[src/hw/rtl/ddrc_pkg.sv]
// Package for the differential drive ramp controller.
// Holds the item codes, register indexes, reset values and the shared structs.
// No dependencies.
package ddrc_pkg;

    localparam logic [1:0] KIND_ORDER  = 2'd0;
    localparam logic [1:0] KIND_TICK   = 2'd1;
    localparam logic [1:0] KIND_LOCK   = 2'd2;
    localparam logic [1:0] KIND_UNLOCK = 2'd3;

    localparam int CFG_IDX_W  = 3;
    localparam int CFG_DATA_W = 16;

    localparam logic [CFG_IDX_W-1:0] REG_SPEED_MAX        = 3'd0;
    localparam logic [CFG_IDX_W-1:0] REG_TURN_SPEED       = 3'd1;
    localparam logic [CFG_IDX_W-1:0] REG_ORDER_TIMEOUT_MS = 3'd2;
    localparam logic [CFG_IDX_W-1:0] REG_RAMP_INTERVAL_MS = 3'd3;
    localparam logic [CFG_IDX_W-1:0] REG_ACCEL_RATE       = 3'd4;

    localparam logic [7:0]  RST_SPEED_MAX        = 8'd255;
    localparam logic [7:0]  RST_TURN_SPEED       = 8'd128;
    localparam logic [15:0] RST_ORDER_TIMEOUT_MS = 16'd500;
    localparam logic [15:0] RST_RAMP_INTERVAL_MS = 16'd100;
    localparam logic [15:0] RST_ACCEL_RATE       = 16'd1671;

    localparam logic [1:0] DIR_STBY = 2'd0;
    localparam logic [1:0] DIR_FWD  = 2'd1;
    localparam logic [1:0] DIR_BACK = 2'd2;

    localparam logic [2:0] OP_FWD    = 3'd0;
    localparam logic [2:0] OP_REV    = 3'd1;
    localparam logic [2:0] OP_TURN_R = 3'd2;
    localparam logic [2:0] OP_TURN_L = 3'd3;
    localparam logic [2:0] OP_TICK   = 3'd4;
    localparam logic [2:0] OP_LOCK   = 3'd5;

    localparam logic [7:0] STICK_HIGH   = 8'd150;
    localparam logic [7:0] STICK_LOW    = 8'd100;
    localparam logic [7:0] STICK_CENTRE = 8'd127;

    localparam int GAIN_W = 9;
    localparam logic [GAIN_W-1:0] GAIN_MAX = '1;

    typedef struct packed {
        logic [7:0]  speed_max;
        logic [7:0]  turn_speed;
        logic [15:0] order_timeout_ms;
        logic [15:0] ramp_interval_ms;
        logic [15:0] accel_rate;
    } t_cfg;

    typedef struct packed {
        logic [2:0]        op;
        logic              tmo;
        logic              rmp;
        logic [15:0]       prod;
        logic [GAIN_W-1:0] gain;
    } t_cmd;

    typedef struct packed {
        logic [1:0] right_dir;
        logic [7:0] right_duty;
        logic [1:0] left_dir;
        logic [7:0] left_duty;
        logic       last;
    } t_result;

    localparam t_result RES_STANDBY = '{
        right_dir:  DIR_STBY,
        right_duty: 8'd0,
        left_dir:   DIR_STBY,
        left_duty:  8'd0,
        last:       1'b0
    };

endpackage

[src/hw/rtl/ddrc_front.sv]
// Front part: accepts transactions, keeps the lock flag and millisecond counters,
// classifies each item and forms the products the back part needs.
// Depends on ddrc_pkg.
module ddrc_front #(
    parameter int TICK_COUNT_BITS = 16
) (
    input  logic             i_clk,
    input  logic             i_rst_n,
    input  logic             i_accept,
    input  logic [1:0]       i_kind,
    input  logic [7:0]       i_forward_stick,
    input  logic [7:0]       i_turn_stick,
    input  ddrc_pkg::t_cfg   i_cfg,
    output logic             o_cmd_push,
    output ddrc_pkg::t_cmd   o_cmd
);
    import ddrc_pkg::*;

    localparam int CW = (TICK_COUNT_BITS > 16) ? TICK_COUNT_BITS : 16;
    localparam int PW = TICK_COUNT_BITS + 16;
    localparam logic [TICK_COUNT_BITS-1:0] CNT_MAX = '1;

    logic                       r_locked, n_locked;
    logic [TICK_COUNT_BITS-1:0] r_since_order, n_since_order;
    logic [TICK_COUNT_BITS-1:0] r_since_ramp, n_since_ramp;

    logic [TICK_COUNT_BITS-1:0] inc_order, inc_ramp, ramp_gain;
    logic [PW-1:0]              ramp_prod;
    logic                       timeout, ramp_now;
    logic                       fwd_high, fwd_low, turn_high, turn_low;
    logic [7:0]                 mul_a;

    assign inc_order = (r_since_order == CNT_MAX) ? r_since_order
                                                  : r_since_order + TICK_COUNT_BITS'(1);
    assign inc_ramp  = (r_since_ramp == CNT_MAX) ? r_since_ramp
                                                 : r_since_ramp + TICK_COUNT_BITS'(1);
    assign timeout   = CW'(inc_order) > CW'(i_cfg.order_timeout_ms);
    assign ramp_now  = CW'(inc_ramp) > CW'(i_cfg.ramp_interval_ms);
    assign ramp_prod = PW'(inc_ramp) * PW'(i_cfg.accel_rate);
    assign ramp_gain = ramp_prod[PW-1:16];

    assign fwd_high  = i_forward_stick > STICK_HIGH;
    assign fwd_low   = i_forward_stick < STICK_LOW;
    assign turn_high = i_turn_stick > STICK_HIGH;
    assign turn_low  = i_turn_stick < STICK_LOW;
    assign mul_a     = fwd_high ? i_forward_stick - STICK_CENTRE : i_forward_stick;

    always_comb begin
        n_locked      = r_locked;
        n_since_order = r_since_order;
        n_since_ramp  = r_since_ramp;
        o_cmd_push    = 1'b0;
        o_cmd.op      = OP_TICK;
        o_cmd.tmo     = timeout;
        o_cmd.rmp     = ramp_now;
        o_cmd.prod    = 16'(mul_a) * 16'(i_cfg.speed_max);
        o_cmd.gain    = (ramp_gain > TICK_COUNT_BITS'(GAIN_MAX)) ? GAIN_MAX
                                                                 : ramp_gain[GAIN_W-1:0];
        if (i_accept) begin
            unique case (i_kind)
                KIND_ORDER: begin
                    n_since_order = '0;
                    if (!r_locked) begin
                        priority if (fwd_high) begin
                            o_cmd_push = 1'b1;
                            o_cmd.op   = OP_FWD;
                        end else if (fwd_low) begin
                            o_cmd_push = 1'b1;
                            o_cmd.op   = OP_REV;
                        end else if (turn_high) begin
                            o_cmd_push = 1'b1;
                            o_cmd.op   = OP_TURN_R;
                        end else if (turn_low) begin
                            o_cmd_push = 1'b1;
                            o_cmd.op   = OP_TURN_L;
                        end else begin
                            o_cmd_push = 1'b0;
                        end
                    end
                end
                KIND_TICK: begin
                    n_since_order = inc_order;
                    n_since_ramp  = ramp_now ? '0 : inc_ramp;
                    o_cmd_push    = timeout | ramp_now;
                    o_cmd.op      = OP_TICK;
                end
                KIND_LOCK: begin
                    n_locked   = 1'b1;
                    o_cmd_push = 1'b1;
                    o_cmd.op   = OP_LOCK;
                end
                KIND_UNLOCK: begin
                    n_locked = 1'b0;
                end
            endcase
        end
    end

    always_ff @(posedge i_clk) begin
        if (!i_rst_n) begin
            r_locked      <= 1'b0;
            r_since_order <= '0;
            r_since_ramp  <= '0;
        end else begin
            r_locked      <= n_locked;
            r_since_order <= n_since_order;
            r_since_ramp  <= n_since_ramp;
        end
    end

endmodule

[src/hw/rtl/ddrc_cmdq.sv]
// Two-entry command queue between the front and the back part.
// Depends on ddrc_pkg.
module ddrc_cmdq (
    input  logic           i_clk,
    input  logic           i_rst_n,
    input  logic           i_push,
    input  ddrc_pkg::t_cmd i_data,
    output logic           o_full,
    input  logic           i_pop,
    output logic           o_empty,
    output ddrc_pkg::t_cmd o_data
);
    import ddrc_pkg::*;

    localparam int DEPTH = 2;

    t_cmd       r_mem [DEPTH];
    logic       r_wr_ptr, r_rd_ptr;
    logic [1:0] r_count;
    logic       do_push, do_pop;

    assign o_full  = r_count == 2'(DEPTH);
    assign o_empty = r_count == 2'd0;
    assign o_data  = r_mem[r_rd_ptr];
    assign do_push = i_push && !o_full;
    assign do_pop  = i_pop && !o_empty;

    always_ff @(posedge i_clk) begin
        if (do_push) begin
            r_mem[r_wr_ptr] <= i_data;
        end
    end

    always_ff @(posedge i_clk) begin
        if (!i_rst_n) begin
            r_wr_ptr <= 1'b0;
            r_rd_ptr <= 1'b0;
            r_count  <= 2'd0;
        end else begin
            if (do_push) begin
                r_wr_ptr <= r_wr_ptr + 1'b1;
            end
            if (do_pop) begin
                r_rd_ptr <= r_rd_ptr + 1'b1;
            end
            r_count <= r_count + 2'(do_push) - 2'(do_pop);
        end
    end

endmodule

[src/hw/rtl/ddrc_back.sv]
// Back part: applies commands to the wheel targets and speeds and forms results.
// Depends on ddrc_pkg.
module ddrc_back (
    input  logic              i_clk,
    input  logic              i_rst_n,
    input  logic              i_cmd_valid,
    input  ddrc_pkg::t_cmd    i_cmd,
    output logic              o_cmd_pop,
    input  logic [7:0]        i_turn_speed,
    input  logic              i_out_space2,
    output logic [1:0]        o_push_cnt,
    output ddrc_pkg::t_result o_res0,
    output ddrc_pkg::t_result o_res1
);
    import ddrc_pkg::*;

    localparam logic [7:0] DOUBLE_BELOW = 8'd10;

    logic signed [8:0] r_target_right, n_target_right;
    logic signed [8:0] r_target_left, n_target_left;
    logic signed [8:0] r_speed_right, n_speed_right;
    logic signed [8:0] r_speed_left, n_speed_left;

    function automatic logic [7:0] f_mag(input logic signed [8:0] v);
        logic signed [8:0] neg;
        neg = -v;
        return v[8] ? neg[7:0] : v[7:0];
    endfunction

    function automatic logic signed [8:0] f_ramp(input logic signed [8:0] target,
                                                input logic signed [8:0] speed,
                                                input logic [GAIN_W-1:0] gain);
        logic [7:0]        at, as;
        logic [9:0]        sum;
        logic [7:0]        m;
        logic signed [8:0] r;
        at  = f_mag(target);
        as  = f_mag(speed);
        sum = 10'(as) + 10'(gain);
        m   = (sum > 10'(at)) ? at : sum[7:0];
        if (m < DOUBLE_BELOW) begin
            m = {m[6:0], 1'b0};
        end
        if (target == speed) begin
            r = speed;
        end else if (target == 9'sd0 || as >= at) begin
            r = 9'sd0;
        end else if (target[8]) begin
            r = -$signed({1'b0, m});
        end else begin
            r = $signed({1'b0, m});
        end
        return r;
    endfunction

    function automatic logic [1:0] f_dir(input logic signed [8:0] v);
        logic [1:0] d;
        if (v[8]) begin
            d = DIR_BACK;
        end else if (v != 9'sd0) begin
            d = DIR_FWD;
        end else begin
            d = DIR_STBY;
        end
        return d;
    endfunction

    function automatic t_result f_result(input logic signed [8:0] right,
                                         input logic signed [8:0] left,
                                         input logic last);
        t_result res;
        res.right_dir  = f_dir(right);
        res.right_duty = f_mag(right);
        res.left_dir   = f_dir(left);
        res.left_duty  = f_mag(left);
        res.last       = last;
        return res;
    endfunction

    logic              go;
    logic signed [8:0] fwd_t, rev_t, turn_t;
    logic [25:0]       est;
    logic [9:0]        q0, q;
    logic [16:0]       rem;
    logic signed [8:0] tick_right, tick_left, ramp_right, ramp_left;

    assign go        = i_cmd_valid && i_out_space2;
    assign o_cmd_pop = go;

    assign fwd_t  = $signed({1'b0, i_cmd.prod[14:7]});
    assign est    = 26'({i_cmd.prod, 9'b0}) + 26'({i_cmd.prod, 2'b0});
    assign q0     = est[25:16];
    assign rem    = 17'(i_cmd.prod) - (17'({q0, 7'b0}) - 17'(q0));
    assign q      = (rem >= 17'(STICK_CENTRE)) ? q0 + 10'd1 : q0;
    assign rev_t  = -$signed({1'b0, q[7:0]});
    assign turn_t = $signed({1'b0, i_turn_speed});

    assign tick_right = i_cmd.tmo ? 9'sd0 : r_target_right;
    assign tick_left  = i_cmd.tmo ? 9'sd0 : r_target_left;
    assign ramp_right = f_ramp(tick_right, r_speed_right, i_cmd.gain);
    assign ramp_left  = f_ramp(tick_left, r_speed_left, i_cmd.gain);

    always_comb begin
        n_target_right = r_target_right;
        n_target_left  = r_target_left;
        n_speed_right  = r_speed_right;
        n_speed_left   = r_speed_left;
        o_push_cnt     = 2'd0;
        o_res0         = RES_STANDBY;
        o_res1         = RES_STANDBY;
        if (go) begin
            unique case (i_cmd.op)
                OP_FWD: begin
                    n_target_right = fwd_t;
                    n_target_left  = fwd_t;
                end
                OP_REV: begin
                    n_target_right = rev_t;
                    n_target_left  = rev_t;
                end
                OP_TURN_R: begin
                    n_target_right = -turn_t;
                    n_target_left  = turn_t;
                end
                OP_TURN_L: begin
                    n_target_right = turn_t;
                    n_target_left  = -turn_t;
                end
                OP_LOCK: begin
                    o_push_cnt  = 2'd1;
                    o_res0.last = 1'b1;
                end
                OP_TICK: begin
                    n_target_right = tick_right;
                    n_target_left  = tick_left;
                    if (i_cmd.rmp) begin
                        n_speed_right = ramp_right;
                        n_speed_left  = ramp_left;
                    end
                    priority if (i_cmd.tmo && i_cmd.rmp) begin
                        o_push_cnt = 2'd2;
                        o_res1     = f_result(ramp_right, ramp_left, 1'b1);
                    end else if (i_cmd.tmo) begin
                        o_push_cnt  = 2'd1;
                        o_res0.last = 1'b1;
                    end else begin
                        o_push_cnt = 2'd1;
                        o_res0     = f_result(ramp_right, ramp_left, 1'b1);
                    end
                end
                default: begin
                    o_push_cnt = 2'd0;
                end
            endcase
        end
    end

    always_ff @(posedge i_clk) begin
        if (!i_rst_n) begin
            r_target_right <= 9'sd0;
            r_target_left  <= 9'sd0;
            r_speed_right  <= 9'sd0;
            r_speed_left   <= 9'sd0;
        end else begin
            r_target_right <= n_target_right;
            r_target_left  <= n_target_left;
            r_speed_right  <= n_speed_right;
            r_speed_left   <= n_speed_left;
        end
    end

endmodule

[src/hw/rtl/ddrc_outq.sv]
// Four-entry result queue; takes up to two results per cycle, gives one.
// Depends on ddrc_pkg.
module ddrc_outq (
    input  logic              i_clk,
    input  logic              i_rst_n,
    input  logic [1:0]        i_push_cnt,
    input  ddrc_pkg::t_result i_data0,
    input  ddrc_pkg::t_result i_data1,
    output logic              o_space2,
    input  logic              i_pop,
    output logic              o_empty,
    output ddrc_pkg::t_result o_data
);
    import ddrc_pkg::*;

    localparam int DEPTH = 4;

    t_result    r_mem [DEPTH];
    logic [1:0] r_wr_ptr, r_rd_ptr, wr_ptr1;
    logic [2:0] r_count;
    logic       do_pop;

    assign o_space2 = r_count <= 3'(DEPTH - 2);
    assign o_empty  = r_count == 3'd0;
    assign o_data   = r_mem[r_rd_ptr];
    assign do_pop   = i_pop && !o_empty;
    assign wr_ptr1  = r_wr_ptr + 2'd1;

    always_ff @(posedge i_clk) begin
        if (i_push_cnt != 2'd0) begin
            r_mem[r_wr_ptr] <= i_data0;
        end
        if (i_push_cnt == 2'd2) begin
            r_mem[wr_ptr1] <= i_data1;
        end
    end

    always_ff @(posedge i_clk) begin
        if (!i_rst_n) begin
            r_wr_ptr <= 2'd0;
            r_rd_ptr <= 2'd0;
            r_count  <= 3'd0;
        end else begin
            r_wr_ptr <= r_wr_ptr + i_push_cnt;
            if (do_pop) begin
                r_rd_ptr <= r_rd_ptr + 2'd1;
            end
            r_count <= r_count + 3'(i_push_cnt) - 3'(do_pop);
        end
    end

endmodule

[src/hw/rtl/differential_drive_ramp_controller_unit.sv]
// Top level of the differential drive ramp controller: configuration registers,
// front part, command queue, back part and result queue.
// Depends on ddrc_pkg, ddrc_front, ddrc_cmdq, ddrc_back and ddrc_outq.
//
//   Channel   Handshake           Payload
//   input     push / full         i_kind, i_forward_stick, i_turn_stick
//   result    empty / pop         o_right_dir, o_right_duty, o_left_dir,
//                                 o_left_duty, o_last
//   config    i_cfg_wr_en         i_cfg_index, i_cfg_data
//
// One input transaction can be accepted every cycle while full is low. A result
// reaches the result ports only after passing the command and result queues.
// A tick may yield two results, which enter the result queue in the same cycle.
// The back part waits while the result queue has fewer than two free entries;
// full rises once the two-entry command queue is then filled.
// Reset is synchronous and empties both queues.
module differential_drive_ramp_controller_unit #(
    parameter int TICK_COUNT_BITS = 16
) (
    input  logic                               i_clk,
    input  logic                               i_rst_n,
    input  logic                               push,
    output logic                               full,
    input  logic [1:0]                         i_kind,
    input  logic [7:0]                         i_forward_stick,
    input  logic [7:0]                         i_turn_stick,
    output logic                               empty,
    input  logic                               pop,
    output logic [1:0]                         o_right_dir,
    output logic [7:0]                         o_right_duty,
    output logic [1:0]                         o_left_dir,
    output logic [7:0]                         o_left_duty,
    output logic                               o_last,
    input  logic                               i_cfg_wr_en,
    input  logic [ddrc_pkg::CFG_IDX_W-1:0]     i_cfg_index,
    input  logic [ddrc_pkg::CFG_DATA_W-1:0]    i_cfg_data
);
    import ddrc_pkg::*;

    t_cfg    r_cfg;
    logic    accept;
    logic    cmd_push, cmd_pop, cmd_empty;
    t_cmd    cmd_in, cmd_out;
    logic    out_space2;
    logic [1:0] push_cnt;
    t_result res0, res1, res_out;

    assign accept = push && !full;

    always_ff @(posedge i_clk) begin
        if (!i_rst_n) begin
            r_cfg.speed_max        <= RST_SPEED_MAX;
            r_cfg.turn_speed       <= RST_TURN_SPEED;
            r_cfg.order_timeout_ms <= RST_ORDER_TIMEOUT_MS;
            r_cfg.ramp_interval_ms <= RST_RAMP_INTERVAL_MS;
            r_cfg.accel_rate       <= RST_ACCEL_RATE;
        end else if (i_cfg_wr_en) begin
            unique case (i_cfg_index)
                REG_SPEED_MAX:        r_cfg.speed_max        <= i_cfg_data[7:0];
                REG_TURN_SPEED:       r_cfg.turn_speed       <= i_cfg_data[7:0];
                REG_ORDER_TIMEOUT_MS: r_cfg.order_timeout_ms <= i_cfg_data;
                REG_RAMP_INTERVAL_MS: r_cfg.ramp_interval_ms <= i_cfg_data;
                REG_ACCEL_RATE:       r_cfg.accel_rate       <= i_cfg_data;
                default: begin
                end
            endcase
        end
    end

    ddrc_front #(
        .TICK_COUNT_BITS(TICK_COUNT_BITS)
    ) u_front (
        .i_clk          (i_clk),
        .i_rst_n        (i_rst_n),
        .i_accept       (accept),
        .i_kind         (i_kind),
        .i_forward_stick(i_forward_stick),
        .i_turn_stick   (i_turn_stick),
        .i_cfg          (r_cfg),
        .o_cmd_push     (cmd_push),
        .o_cmd          (cmd_in)
    );

    ddrc_cmdq u_cmdq (
        .i_clk  (i_clk),
        .i_rst_n(i_rst_n),
        .i_push (cmd_push),
        .i_data (cmd_in),
        .o_full (full),
        .i_pop  (cmd_pop),
        .o_empty(cmd_empty),
        .o_data (cmd_out)
    );

    ddrc_back u_back (
        .i_clk       (i_clk),
        .i_rst_n     (i_rst_n),
        .i_cmd_valid (!cmd_empty),
        .i_cmd       (cmd_out),
        .o_cmd_pop   (cmd_pop),
        .i_turn_speed(r_cfg.turn_speed),
        .i_out_space2(out_space2),
        .o_push_cnt  (push_cnt),
        .o_res0      (res0),
        .o_res1      (res1)
    );

    ddrc_outq u_outq (
        .i_clk     (i_clk),
        .i_rst_n   (i_rst_n),
        .i_push_cnt(push_cnt),
        .i_data0   (res0),
        .i_data1   (res1),
        .o_space2  (out_space2),
        .i_pop     (pop),
        .o_empty   (empty),
        .o_data    (res_out)
    );

    assign o_right_dir  = res_out.right_dir;
    assign o_right_duty = res_out.right_duty;
    assign o_left_dir   = res_out.left_dir;
    assign o_left_duty  = res_out.left_duty;
    assign o_last       = res_out.last;

endmodule

[config.mk]
export PLATFORM = sky130hd
export DESIGN_NAME = differential_drive_ramp_controller_unit
export DESIGN_NICKNAME = d
export VERILOG_FILES = /design/src/hw/rtl/ddrc_pkg.sv /design/src/hw/rtl/ddrc_front.sv /design/src/hw/rtl/ddrc_cmdq.sv /design/src/hw/rtl/ddrc_back.sv /design/src/hw/rtl/ddrc_outq.sv /design/src/hw/rtl/differential_drive_ramp_controller_unit.sv
export SDC_FILE = /design/constraint.sdc
export NUM_CORES = 2
export LEC_CHECK = 0
export BUFFER_PORTS_ARGS = -buffer_cell sky130_fd_sc_hd__buf_2
export CORE_MARGIN = 1.5
export CORE_UTILIZATION = 25
export DETAILED_ROUTE_END_ITERATION = 6
export GPL_TIMING_DRIVEN = 1
export SYNTH_ARGS = -nofsm -noshare
export SYNTH_HDL_FRONTEND = slang
export SYNTH_SLANG_ARGS = --single-unit
[constraint.sdc]
create_clock -name i_clk -period 25.5 [get_ports i_clk]
set_input_delay 5.1 -clock i_clk [delete_from_list [all_inputs] [get_ports i_clk]]
set_output_delay 5.1 -clock i_clk [all_outputs]
set_load 0.02 [all_outputs]
Word level (Yosys, flattened, before mapping). Memory sizes are Yosys's and may differ from the RTL's. A register that Yosys moved wholly into a read port is not among the register bits. Cells that the tools add are included.

Shift operators: 0. Bitwise operators: 1. Equality and inequality tests: 18. Multipliers: 2. Divide/modulo/power cells: 0. Reduce and logical (&&, ||, !) cells: 34. Muxes and demuxes: 67. Add/sub/neg operators: 28. Magnitude comparators: 15.

Operators with widths (number): two-way mux 21 bit (5); two-way mux 8 bit (12); case mux 9 bit (5 select lines) (2); two-way mux 9 bit (9); two-way mux 16 bit (3); negator 8 bit (6); two-way mux 20 bit (2); negator 8 -> 9 bit (4); adder 16 x 1 -> 16 bit, second input constant (2); equality test 16 bit, second input constant (2); > comparator 16 bit (2); multiplier 16 x 16 -> 32 bit (1); case mux 16 bit (2 select lines) (1); adder 25 x 18 -> 26 bit (1); adder 8 x 9 -> 10 bit (2); > comparator 10 x 8 -> 1 bit (2); equality test 9 bit (2); logical NOT 9 bit (2); two-way mux 3 bit (6); AND reduction 2 bit (9); nonzero test 9 bit (2); >= comparator 17 x 7 -> 1 bit, second input constant (1); subtractor 16 x 17 -> 17 bit (1); subtractor 17 x 10 -> 17 bit (1); other kinds (36) (85).

Memory bits (read-only): 0. Bits in latches: 0. RAM bits: 144. Memories kept: 2. Bits of input ports: 42. Output and inout bits: 23. Bits in registers: 144.

Memories: u_outq.r_mem (words 4, bits a word 21, read ports 1, clocked after Yosys merged registers in 1, wr ports 2, RTL line ddrc_outq.sv:18) `t_result r_mem [DEPTH];`; u_cmdq.r_mem (words 2, bits a word 30, read ports 1, clocked after Yosys merged registers in 1, wr ports 1, RTL line ddrc_cmdq.sv:17) `t_cmd r_mem [DEPTH];`.

Depth between registers and ports, before layout.
Depth in word-level cells: 18. Gate-level depth with buffers: 38.

Cells and area by module. A second synthesis with hierarchy kept.

Cell total of the unflattened synthesis: 3541. Area total of the unflattened synthesis: 32172.1 µm².

By module, submodules not included: ddrc_front (area each 13545.5 µm², sequential area each 660.6 µm², instances 1, cells an instance 1655); ddrc_back (area each 8836.0 µm², sequential area each 720.7 µm², instances 1, cells an instance 1269); ddrc_outq (area each 4747.1 µm², sequential area each 2702.6 µm², instances 1, cells an instance 251); differential_drive_ramp_controller_unit (area each 2522.4 µm², sequential area each 1281.2 µm², instances 1, cells an instance 246); ddrc_cmdq (area each 2521.2 µm², sequential area each 1901.8 µm², instances 1, cells an instance 120).

Least setup slack after synthesis. No wires, ideal clock.

Path kind: input to register. Start point: input port i_forward_stick[1]. End point: memory u_cmdq.r_mem[0][24] in the netlist's numbering, data pin. Buffers on the path: 1. Setup time: 0.264 ns. Data arrival time: 10.101 ns. Cell stages on the path: 26. Setup slack: 15.135 ns. Cells stage by stage: nand3_1 > nand2b_1 > a211o_1 > and2_1 > clkbuf_1 > mux2i_1 > nor2b_1 > fa_1 > fa_1 > inv_1 > fa_1 > fa_1 > inv_1 > ha_1 > o21ai_0 > a21boi_0 > o21ai_0 > a21boi_0 > o21ai_0 > nand2_1 > a21oi_1 > nor2_1 > o21ai_0 > nand2b_1 > a21oi_1 > xnor2_1.

RTL lines: start: declaration (RTL line differential_drive_ramp_controller_unit.sv:25) `input logic [7:0] i_forward_stick,`; end: declaration (RTL line ddrc_cmdq.sv:17).

==> qor.tcl <==
set qor(yosys-mux-area-fraction_pct) 3.85
set qor(route.final.wire_length_um) 79100
set qor(flow.area_growth_from_synthesis_pct) 10.7
set qor(powerDensity_mw_per_mm2) 92.0
set qor(grt_first_pass_wirelength_um) 128000
set qor(chipHeight_um) 348
set qor(seq_area_frac_synth_pct) 24.5
set qor(route.detailed.wl_per_inst_um) 16.0
set qor(terminus_of_the_critical_flop_to_flop_path) {u_cmdq.r_mem[1][4]}
set qor(maximum_number_of_pins_on_one_net_before_global_route_repair) 80
set qor(worst_clock_skew_ns) 0.0390
set qor(floorplan.io_pins) 65
set qor(layout_worst_path_cycle_share_pct) 41.1
set qor(postRouteAntennaNets) 0
set qor(cap_viol_max_count) 0
set qor(synthesis.instances) 3392
set qor(layout.core_utilization_pct) 27.9
set qor(worstRegToRegCells) 31
set qor(timing.final.max_slew_violations) 0
set qor(via_count) 23900
set qor(drc_errors_left) 0
set qor(worst_ir_drop_vdd_v) 0.0000871
set qor(yosys.area.top_type) {sky130_fd_sc_hd__fa_1}
set qor(cts-hold-fix-buffers) 0
set qor(critical-path-slowest-cell) {sky130_fd_sc_hd__mux2i_1}
set qor(synth-warning-count) 0
set qor(die_x_um) 348
set qor(die_area_sq_mm) 0.121
set qor(buffer_ports.inserted) 64
set qor(outcome) {completed}
set qor(post_route_minimum_period_ns) 10.49
set qor(synth_enable_flop_cells) 144
set qor(clock_tree_buf_depth) 3
set qor(drt_first_pass_iters) 5
set qor(synthDominantCellAreaShare_pct) 15.8
set qor(synthTopCellsByCount) {sky130_fd_sc_hd__nand2_1, sky130_fd_sc_hd__inv_1, sky130_fd_sc_hd__ha_1, sky130_fd_sc_hd__nor2_1, sky130_fd_sc_hd__fa_1}
set qor(register_area_sq_mm) 0.00727
set qor(holdPathStages) 2
set qor(r2r-start) {u_front.r_since_ramp[3]}
set qor(synthTopCellsByArea) {sky130_fd_sc_hd__fa_1, sky130_fd_sc_hd__edfxtp_1, sky130_fd_sc_hd__ha_1}
set qor(clock_sinks) 291
set qor(synth_area_in_compound_gates_pct) 13.4
set qor(hold_path.class) {register to register}
set qor(post-cts-setup-buffers) 0
set qor(yosys.area_share.simple_pct) 19.3
set qor(crit_arrival_ns) 10.77
set qor(tritoncts) {done}
set qor(detail_route.iter0.violations) 1428
set qor(worstSetupEndpointType) {register}
set qor(clock_insertion_delay_worst_skew_ns) 0.57
set qor(place.detailed.hpwl_um) 60800
set qor(timing.critical_path.required_ns) 25.78
set qor(async_reset_ff_share_pct) 0
set qor(nets) 3942
set qor(num_antenna_cells) 0
set qor(design_power_total_mw) 3.02
set qor(worst_setup_path_start_kind) {input pin}
set qor(timing.critical_path.buf_inv) 3
set qor(gp_congestion) 0.878
set qor(clock.fmax_ghz) 0.0953
set qor(finalSetupTns_ns) 0
set qor(critical-path-top-delay-family) {adder cells}
set qor(multi_input_area_sq_mm) 0.0203
set qor(layout.filler_cells) 12600
set qor(grt_setup_unrepaired) {false}
set qor(synthDistinctLibCells) 98
set qor(yosys.area_share.adder_pct) 27.4
set qor(rows) 126
set qor(placeableCoreArea_sq_mm) 0.118
set qor(crit_fanout) 8
set qor(clk_root_buffer_cell) {sky130_fd_sc_hd__clkbuf_16}
set qor(final_hold_violation_count) 0
set qor(tightestPinTransition_ns) 1.21
set qor(cts_buffers) 37
set qor(register_bit_total_from_synthesis) 291
set qor(postSynthAreaPerCell_sq_um) 8.75
set qor(final_layout_size_suffix_gt1_share_pct) 7.69
set qor(reg2reg_slack_ns) 15.72
set qor(post_drt_via_cell_ratio) 4.82
set qor(largest_family_of_logic_cells_by_synthesized_area) {adder cells}
set qor(path_class) {input pin to register}
set qor(gr-total-overflow) 0
set qor(clk_pin_slew_ns) 0.06
set qor(total_nets_after_synthesis) 3943
set qor(timing.hold.worst.start) {r_cfg[26]}
set qor(synth.cell_area_sq_mm) 0.0297
set qor(synthFlopType) {sky130_fd_sc_hd__dfxtp_1}
set qor(timing.max_slew.rel_slack_pct) 19.1
set qor(total_setup_violations_reported_at_the_end_of_the_flow) 0
set qor(grt_usage_pct) 13.0
set qor(cellLeakagePower_nw) 13.9
set qor(yosys.area_share.xor_xnor_pct) 4.46
set qor(post_cts_resized) 0
set qor(initial_core_util_pct) 25.2
set qor(hold_end) {r_cfg[26]}
set qor(grt_antenna_before_repair) 2
set qor(h-tree-depth) 2
set qor(first_global_vias) 23800
set qor(timing.critical_path.slowest_cell_delay_ns) 0.54
set qor(synthMostInstantiatedCell) {sky130_fd_sc_hd__nand2_1}
[metal layers]
layer / up-vias / wire, um / GRT usage (%)
met4: 4 / 1750 / 3.35
met1: 11700 / 35800 / 16.7
met5: - / 25 / 0
li1: 11500 / - / -
met2: 515 / 38400 / 22.9
met3: 106 / 3190 / 1.63
[worst max path at each step]
stage | startpoint | to | slack (ns) | cells after the start
finish | i_forward_stick[2] | u_cmdq.r_mem[0][24] | 15.01 | 26
global route | i_forward_stick[2] | u_cmdq.r_mem[1][24] | 14.50 | 26
CTS | i_forward_stick[2] | u_cmdq.r_mem[1][24] | 15.01 | 26
detailed placement | i_forward_stick[2] | u_cmdq.r_mem[0][24] | 14.45 | 26
global placement | i_forward_stick[0] | u_cmdq.r_mem[0][24] | 14.51 | 26
floorplan | i_forward_stick[1] | u_cmdq.r_mem[0][24] | 15.14 | 26
[metrics by stage]
step	worst slack [ns]	hold WS, ns	cells	area, sq um
floorplan	15.14	0.436	3392	29700
global placement	14.51	0.444	4888	31700
detailed placement	14.45	0.448	4888	31700
CTS	15.01	0.456	4954	32900
global route	14.50	0.470	4954	32900
finish	15.01	0.453	4954	32900
[worst register-to-register path: cells and delay by family, from the launching register on]
| family | cells | cell delay, ns |
|---|---|---|
| fa+ha+maj | 7 | 3.37 |
| buf+inv | 4 | 0.47 |
| mux | 1 | 0.18 |
| flops | 1 | 0.35 |
| simple gates | 9 | 2.11 |
| compound gates | 9 | 2.25 |
| xor+xnor | 1 | 0.75 |
[cell families after synthesis]
family,after synthesis
muxes,84
DFF,291
AOI/OAI and AO/OA,597
and+or+nand+nor,1212
buffers and inverters,551
xor gates and xnor gates,147
adders and majority gates,510
[state kept, by name, indices dropped and copies added (netlist names), 2 cells and up, named ones only]
signal                 count
r_cfg                     64
u_back.r_speed_left        9
u_back.r_speed_right       9
u_back.r_target_left       9
u_back.r_target_right      9
u_cmdq.r_count             2
u_cmdq.r_mem              60
u_front.r_since_order     16
u_front.r_since_ramp      16
u_outq.r_count             3
u_outq.r_mem              84
u_outq.r_rd_ptr            2
u_outq.r_wr_ptr            2
[power by group]
part | internal, mW | total (mW) | switching [mW]
clock | 0.290 | 0.511 | 0.221
combinational | 0.767 | 1.89 | 1.12
sequential | 0.572 | 0.620 | 0.0486
[layout make-up]
| type | instances | share of cell area, % |
|---|---|---|
| multi-input cells | 2550 | 61.9 |
| well taps | 1536 | 5.85 |
| repair buffers | 105 | 1.91 |
| clock buffers | 45 | 3.00 |
| inverters | 406 | 4.64 |
| flip-flops and latches | 291 | 22.1 |
| clock inverters | 21 | 0.583 |
[cells in the final DEF, fill, tap and decap left out, drive strengths merged, types with 30 or more instances in the layout]
master  synthesis  layout
nor2b          36      36
edfxtp        144     144
nor3           46      46
mux2i          34      34
buf            25     105
dfxtp         147     147
o21a           34      34
nand2b         30      30
xor2           46      46
and2          142     142
nand2         462     462
a21o           34      34
inv           406     409
nor2          267     267
fa            234     234
clkbuf        120      45
xnor2          99      99
ha            275     275
o21ai         100     100
a21oi         173     173
and3           37      37
nand3          75      75
a211oi         35      35
Note: power is estimated with default switching activity, not from simulation.
